$ cat src/sv/ceq_pkg.sv
package ceq_pkg;

    localparam int DEPTH  = 64;
    localparam int DATA_W = 32;
    localparam int PTR_W  = $clog2(DEPTH);
    localparam int CNT_W  = $clog2(DEPTH + 1);

    localparam logic [CNT_W-1:0] CAP_RESET  = CNT_W'(DEPTH);
    localparam logic [PTR_W-1:0] REAR_RESET = PTR_W'(DEPTH - 1);

    localparam logic [2:0] MODE_PUSH_FRONT = 3'd0;
    localparam logic [2:0] MODE_PUSH_BACK  = 3'd1;
    localparam logic [2:0] MODE_POP_FRONT  = 3'd2;
    localparam logic [2:0] MODE_POP_BACK   = 3'd3;
    localparam logic [2:0] MODE_CLEAR      = 3'd4;

    localparam logic [1:0] STATUS_DONE  = 2'd0;
    localparam logic [1:0] STATUS_FULL  = 2'd1;
    localparam logic [1:0] STATUS_EMPTY = 2'd2;

    // Commands from the controller to the datapath.
    typedef struct packed {
        logic accept;
        logic rd_front;
        logic rd_back;
    } t_cmd;

endpackage

$ cat src/sv/ceq_ctrl.sv
module ceq_ctrl
    import ceq_pkg::*;
(
    input  logic i_clk,
    input  logic i_rst_n,
    input  logic start,
    output logic busy,
    output logic o_done,
    output t_cmd o_cmd
);

    localparam logic [1:0] ST_IDLE  = 2'd0;
    localparam logic [1:0] ST_RD_F  = 2'd1;
    localparam logic [1:0] ST_RD_B  = 2'd2;
    localparam logic [1:0] ST_DONE  = 2'd3;

    logic [1:0] r_state;
    logic [1:0] n_state;

    always_comb begin
        n_state = r_state;
        unique case (r_state)
            ST_IDLE: begin
                if (start) begin
                    n_state = ST_RD_F;
                end
            end
            ST_RD_F: n_state = ST_RD_B;
            ST_RD_B: n_state = ST_DONE;
            ST_DONE: n_state = ST_IDLE;
            default: n_state = ST_IDLE;
        endcase
    end

    always_ff @(posedge i_clk) begin
        if (!i_rst_n) begin
            r_state <= ST_IDLE;
        end else begin
            r_state <= n_state;
        end
    end

    assign busy            = (r_state != ST_IDLE);
    assign o_done          = (r_state == ST_DONE);
    assign o_cmd.accept    = start && (r_state == ST_IDLE);
    assign o_cmd.rd_front  = (r_state == ST_RD_F);
    assign o_cmd.rd_back   = (r_state == ST_RD_B);

    // An accepted transaction always completes after the front and back reads.
    a_accept_to_done: assert property (@(posedge i_clk) disable iff (!i_rst_n)
        o_cmd.accept |=> ##2 o_done)
        else $error("result strobe did not follow an accepted transaction");

    a_done_frees: assert property (@(posedge i_clk) disable iff (!i_rst_n)
        o_done |=> !busy)
        else $error("controller stayed busy after the result strobe");

    a_one_cmd: assert property (@(posedge i_clk) disable iff (!i_rst_n)
        $onehot0({o_cmd.accept, o_cmd.rd_front, o_cmd.rd_back, o_done}))
        else $error("controller issued overlapping commands");

endmodule

$ cat src/sv/ceq_dp.sv
module ceq_dp
    import ceq_pkg::*;
(
    input  logic                     i_clk,
    input  logic                     i_rst_n,
    input  t_cmd                     i_cmd,
    input  logic                     i_cfg_we,
    input  logic [CNT_W-1:0]         i_cfg_wdata,
    input  logic [2:0]               i_mode,
    input  logic signed [DATA_W-1:0] i_push_value,
    output logic signed [DATA_W-1:0] o_popped_value,
    output logic [1:0]               o_status,
    output logic [CNT_W-1:0]         o_count,
    output logic                     o_is_empty,
    output logic                     o_is_full,
    output logic signed [DATA_W-1:0] o_front_value,
    output logic signed [DATA_W-1:0] o_back_value
);

    logic [DATA_W-1:0] mem [DEPTH];

    logic [CNT_W-1:0]  r_cap;
    logic [PTR_W-1:0]  r_front, n_front;
    logic [PTR_W-1:0]  r_rear, n_rear;
    logic [CNT_W-1:0]  r_count, n_count;
    logic [1:0]        r_status, n_status;
    logic              r_pop_ok, n_pop_ok;
    logic [DATA_W-1:0] r_rd_data;
    logic [DATA_W-1:0] r_popped;
    logic [DATA_W-1:0] r_front_val;

    logic [CNT_W-1:0]  eff_cap;
    logic              full;
    logic [PTR_W-1:0]  front_dn, front_up, rear_dn, rear_up;
    logic              we;
    logic [PTR_W-1:0]  wr_addr;
    logic [PTR_W-1:0]  rd_addr;

    always_comb begin
        // Out-of-range capacities are clamped: zero to one entry, above the store size to the store size.
        priority if (r_cap == '0) begin
            eff_cap = CNT_W'(1);
        end else if (r_cap > CNT_W'(DEPTH)) begin
            eff_cap = CNT_W'(DEPTH);
        end else begin
            eff_cap = r_cap;
        end
    end

    assign full     = (r_count >= eff_cap);
    assign front_dn = (r_front == '0) ? PTR_W'(eff_cap - CNT_W'(1)) : r_front - PTR_W'(1);
    assign rear_dn  = (r_rear == '0) ? PTR_W'(eff_cap - CNT_W'(1)) : r_rear - PTR_W'(1);
    assign front_up = ((CNT_W'(r_front) + CNT_W'(1)) >= eff_cap) ? '0 : r_front + PTR_W'(1);
    assign rear_up  = ((CNT_W'(r_rear) + CNT_W'(1)) >= eff_cap) ? '0 : r_rear + PTR_W'(1);

    always_comb begin
        n_front  = r_front;
        n_rear   = r_rear;
        n_count  = r_count;
        n_status = r_status;
        n_pop_ok = r_pop_ok;
        we       = 1'b0;
        wr_addr  = r_front;
        if (i_cmd.accept) begin
            n_status = STATUS_DONE;
            n_pop_ok = 1'b0;
            unique case (i_mode)
                MODE_PUSH_FRONT: begin
                    if (full) begin
                        n_status = STATUS_FULL;
                    end else begin
                        n_front = front_dn;
                        wr_addr = front_dn;
                        we      = 1'b1;
                        n_count = r_count + CNT_W'(1);
                    end
                end
                MODE_PUSH_BACK: begin
                    if (full) begin
                        n_status = STATUS_FULL;
                    end else begin
                        n_rear  = rear_up;
                        wr_addr = rear_up;
                        we      = 1'b1;
                        n_count = r_count + CNT_W'(1);
                    end
                end
                MODE_POP_FRONT: begin
                    if (r_count == '0) begin
                        n_status = STATUS_EMPTY;
                    end else begin
                        n_front  = front_up;
                        n_pop_ok = 1'b1;
                        n_count  = r_count - CNT_W'(1);
                    end
                end
                MODE_POP_BACK: begin
                    if (r_count == '0) begin
                        n_status = STATUS_EMPTY;
                    end else begin
                        n_rear   = rear_dn;
                        n_pop_ok = 1'b1;
                        n_count  = r_count - CNT_W'(1);
                    end
                end
                MODE_CLEAR: begin
                    n_front = '0;
                    n_rear  = PTR_W'(eff_cap - CNT_W'(1));
                    n_count = '0;
                end
                default: begin
                end
            endcase
        end
    end

    // On acceptance the read fetches the entry being popped; afterwards it
    // fetches the new front and then the new back.
    always_comb begin
        priority if (i_cmd.accept) begin
            rd_addr = (i_mode == MODE_POP_BACK) ? r_rear : r_front;
        end else if (i_cmd.rd_back) begin
            rd_addr = r_rear;
        end else begin
            rd_addr = r_front;
        end
    end

    always_ff @(posedge i_clk) begin
        if (we) begin
            mem[wr_addr] <= i_push_value;
        end
        r_rd_data <= mem[rd_addr];
        if (i_cmd.rd_front) begin
            r_popped <= r_rd_data;
        end
        if (i_cmd.rd_back) begin
            r_front_val <= r_rd_data;
        end
    end

    always_ff @(posedge i_clk) begin
        if (!i_rst_n) begin
            r_cap    <= CAP_RESET;
            r_front  <= '0;
            r_rear   <= REAR_RESET;
            r_count  <= '0;
            r_status <= STATUS_DONE;
            r_pop_ok <= 1'b0;
        end else begin
            if (i_cfg_we) begin
                r_cap <= i_cfg_wdata;
            end
            r_front  <= n_front;
            r_rear   <= n_rear;
            r_count  <= n_count;
            r_status <= n_status;
            r_pop_ok <= n_pop_ok;
        end
    end

    assign o_is_empty     = (r_count == '0);
    assign o_is_full      = full;
    assign o_count        = r_count;
    assign o_status       = r_status;
    assign o_popped_value = r_pop_ok ? r_popped : '1;
    assign o_front_value  = o_is_empty ? '1 : r_front_val;
    assign o_back_value   = o_is_empty ? '1 : r_rd_data;

    a_count_bound: assert property (@(posedge i_clk) disable iff (!i_rst_n)
        r_count <= CNT_W'(DEPTH))
        else $error("entry count exceeds the store size");

endmodule

$ cat src/sv/circular_double_ended_queue_core.sv
// Double-ended queue held in a circular 64-entry store.
// A transaction is accepted on a rising edge with start high and busy low;
// i_mode selects push front, push back, pop front, pop back or clear, and
// i_push_value carries the value for a push.
// The result appears after the front-read and back-read states and is valid
// for exactly one cycle while o_done is high. It carries the popped value
// (-1 if none), a status code, the count, the empty and full flags, and the
// values at the front and back (-1 when empty). The receiver cannot stall
// the block. A new transaction is accepted only once the last one is done:
// the single read port of the store is used in turn for the popped entry,
// the new front and the new back.
// i_cfg_we writes the capacity in use from i_cfg_wdata; write it only while
// busy is low, and follow a change with a clear.
// Synchronous reset empties the queue, sets the capacity to 64 and the rear
// pointer to 63. Store contents are not cleared; the user must see that they
// are read only after being written, which the block does not enforce.
module circular_double_ended_queue_core
    import ceq_pkg::*;
(
    input  logic                     i_clk,
    input  logic                     i_rst_n,
    input  logic                     i_cfg_we,
    input  logic [CNT_W-1:0]         i_cfg_wdata,
    input  logic                     start,
    output logic                     busy,
    input  logic [2:0]               i_mode,
    input  logic signed [DATA_W-1:0] i_push_value,
    output logic                     o_done,
    output logic signed [DATA_W-1:0] o_popped_value,
    output logic [1:0]               o_status,
    output logic [CNT_W-1:0]         o_count,
    output logic                     o_is_empty,
    output logic                     o_is_full,
    output logic signed [DATA_W-1:0] o_front_value,
    output logic signed [DATA_W-1:0] o_back_value
);

    t_cmd cmd;

    ceq_ctrl u_ctrl (
        .i_clk   (i_clk),
        .i_rst_n (i_rst_n),
        .start   (start),
        .busy    (busy),
        .o_done  (o_done),
        .o_cmd   (cmd)
    );

    ceq_dp u_dp (
        .i_clk          (i_clk),
        .i_rst_n        (i_rst_n),
        .i_cmd          (cmd),
        .i_cfg_we       (i_cfg_we),
        .i_cfg_wdata    (i_cfg_wdata),
        .i_mode         (i_mode),
        .i_push_value   (i_push_value),
        .o_popped_value (o_popped_value),
        .o_status       (o_status),
        .o_count        (o_count),
        .o_is_empty     (o_is_empty),
        .o_is_full      (o_is_full),
        .o_front_value  (o_front_value),
        .o_back_value   (o_back_value)
    );

endmodule

$ cat config.mk
export PLATFORM = sky130hd
export DESIGN_NAME = circular_double_ended_queue_core
export DESIGN_NICKNAME = d
export VERILOG_FILES = /design/src/sv/ceq_pkg.sv /design/src/sv/ceq_ctrl.sv /design/src/sv/ceq_dp.sv /design/src/sv/circular_double_ended_queue_core.sv
export SDC_FILE = /design/constraint.sdc
export NUM_CORES = 2
export LEC_CHECK = 0
export ABC_AREA = 1
export BUFFER_PORTS_ARGS = -buffer_cell sky130_fd_sc_hd__buf_4
export CORE_ASPECT_RATIO = 1.5
export CORE_MARGIN = 10
export CORE_UTILIZATION = 42
export DETAILED_ROUTE_END_ITERATION = 16
export PLACE_DENSITY_LB_ADDON = 0.1
export REMOVE_ABC_BUFFERS = 1
export SYNTH_ARGS = -nofsm -noshare
export SYNTH_HDL_FRONTEND = slang
export SYNTH_SLANG_ARGS = --single-unit
$ cat constraint.sdc
create_clock -name i_clk -period 5 [get_ports i_clk]
set_clock_uncertainty 0.15 [all_clocks]
set_input_delay 1 -clock i_clk [delete_from_list [all_inputs] [get_ports i_clk]]
set_output_delay 1 -clock i_clk [all_outputs]
set_load 0.03 [all_outputs]
==> reports/metrics.yaml <==
io_pins: 155
worstRegToRegCells: 17
dr.pass1.iters: 7
crit_buf_inv: 3
via_per_inst: 5.48
grt_util_all_layers: 0.222
critical_path.cell_chain: "nor2_1 -> nand3_1 -> nand2_1 -> nand2_1 -> ha_1 -> nand2_1 -> o21ai_0 -> nand2_1 -> nand3_1 -> inv_1 -> o21ai_0 -> a21oi_1 -> a21oi_1 -> nand2_1 -> buf_4 -> nor2_4 -> buf_12"
num_vias: 56200
cp-start-kind: "register"
overflow: 0
grt_max_degree: 159
hp-class: "input port to register"
synth_edf_count: 2112
worstSetupPathType: "register to register"
grt_pass1_vias: 56000
async_reset_ff_frac: 0
setup_ws_ps: 487
synth-seq-area-share: 0.717
wire_per_inst_microns: 26.0
die_area_sq_um: 234000
syn_avg_cell_area_sq_um: 12.7
ir_drop_mv: 0.467
outcome: "completed"
final.setup.tns_ps: 0
dp_hpwl_microns: 161000
period_minus_slack_ps: 4510
hold-worst-slack_ps: 215
postCtsSetupBuffers: 0
antenna_found_initial: 12
initial_core_util: 0.422
register_area_sq_um: 64700
clkTransAtPathRegs_ps: 60
pre_cts_slack_ps: 452
dpl.cell_count: 9871
place_area_sq_um: 96400
path_max_fanout: 32
holdPathStages: 3
std_cell_rows: 208
nFillCells: 18900
drc_errors: 0
syn-instance-count: 7081
setup_viol: 0
worstPathRequired_ps: 5350
clk_path_buf_depth: 4
syn_area_sq_um: 90200
cts.sinks: 2175
root_buffer: "clkbuf_16"
area_growth_pct: 14.0
relSlewSlack: 0.305
cts_tree: "done"
cts_resized: 0
max_freq_mhz: 222
finalHoldViolCount: 0
synth_top_flop_cell: "edfxtp_1"
fin_area_sq_um: 103000
final_antenna_net_count: 0
cts-buffers-inserted: 213
clock_latency_ps: 840
cpMostUsedCell: "nand2_1"
critPathMaxStageDelay_ps: 570
rsz0062_at_grt: "no"
drt-initial-drc-count: 4433
nets: 7334
final_layout_size_suffix_gt1_frac: 0.136
fin_cells: 10300
port_buffers: 154
yosysWarningCount: 0
ys_seq_elements: 2175
cts_max_level: 4
drv_slew: 0
p_per_area_nw_per_um2: 553
multi_input_area_sq_um: 21000
worst_pin_slew_ps: 1040
core_sq_um: 214000
cts_hold_buf: 0
cpMaxStageDelayCell: "nand2_1"
cp-end-kind: "register"
die_height_microns: 588
path_depth: 17
die_w_microns: 398
drv_cap: 0
cp_top_family: "simple AND/OR/NAND/NOR gates"
power_mw: 56.9
drt-total-wl_microns: 266000
ys_types: 44
final_util: 0.481
grt_pass1_wl_microns: 388000
globalplace.congestion: 0.900
leakage_nw: 35.2
cp.arrival_ps: 4860
post-route-period-util: 0.903
kinds of logic after synthesis:
kind of cell             count (synthesis)  synth area share
AND/OR/NAND/NOR                       2437             0.127
XOR/XNOR                                14           0.00136
buffers and inverters                 1276            0.0571
AO/OA/AOI/OAI                         1142            0.0927
adder cells (fa/ha/maj)                 37           0.00521
flip-flops                            2175             0.717
power by group:
part	internal [mW]	switching, mW
combinational	6.35	14.4
clock	8.33	6.80
sequential	20.6	0.417
path summary, 6_finish.rpt:
check                                             to  slack (ps)          startpoint
worst max-delay path                u_dp.mem[39][19]         490       u_dp.r_cap[3]
worst min-delay path                   u_dp.r_cap[6]         210      i_cfg_wdata[6]
worst max register to register      u_dp.mem[39][19]         490       u_dp.r_cap[3]
worst min register to register  u_dp.r_front_val[12]         300  u_dp.r_rd_data[12]
cell type report:
type,count,area share
flip-flops and latches,2175,0.629
multi-input cells,3630,0.204
clock buffers,293,0.0560
repair buffers,421,0.0404
well taps,2835,0.0345
inverters,810,0.0299
clock inverters,90,0.00606
diodes,8,0.000195
layer usage:
metal | part of all wire | global-route usage
met1 | 0.41 | 0.282
met4 | 0.031 | 0.0663
met3 | 0.049 | 0.0276
met2 | 0.51 | 0.393
met5 | 0.000034 | 0
worst min-delay path: stages:
cell,delay [ps]
buf_4,80
a21oi_1,40
o21ai_0,60
registers in the layout (all words and copies together), names as in the netlist:
signal and cells:
u_ctrl.r_state 2, u_dp.mem 2048, u_dp.o_count 7, u_dp.o_status 2
u_dp.r_cap 7, u_dp.r_front 6, u_dp.r_front_val 32, u_dp.r_pop_ok 1
u_dp.r_popped 32, u_dp.r_rd_data 32, u_dp.r_rear 6
cell usage after synthesis (3+ instances only):
library cell,n,area (sq um)
nand4_1,5,31.3
buf_6,5,56.3
nand3b_1,3,22.5
inv_1,800,3000
o211ai_1,1032,7750
buf_2,186,931
nand2_2,3,18.8
buf_4,24,180
a21boi_0,4,30.0
or2_2,222,1390
clkbuf_1,195,732
or2_1,162,1010
xor2_1,12,105
buf_1,55,206
nor3_1,10,50.1
o21ai_0,40,200
nor2_1,135,507
o22ai_1,4,25.0
nand3_1,996,4980
ha_1,36,450
a32oi_1,3,26.3
dfxtp_1,63,1260
o21bai_1,3,22.5
edfxtp_1,2112,63400
inv_2,8,30.0
nand2_1,894,3360
a21oi_1,46,230
placed cells by master (no fill, tap or decap), types with 46 or more instances in the layout:
| cell type | n |
|---|---|
| nand3_1 | 996 |
| o211ai_1 | 1032 |
| nand2_1 | 894 |
| edfxtp_1 | 2112 |
| nor2_1 | 70 |
| buf_4 | 342 |
| nor2_4 | 67 |
| buf_12 | 79 |
| dfxtp_1 | 62 |
| or2_1 | 162 |
| or2_2 | 222 |
| a21oi_1 | 46 |
| clkbuf_16 | 215 |
| clkbuf_1 | 70 |
| inv_1 | 798 |
No activity file was read; power rests on OpenSTA's default activity.
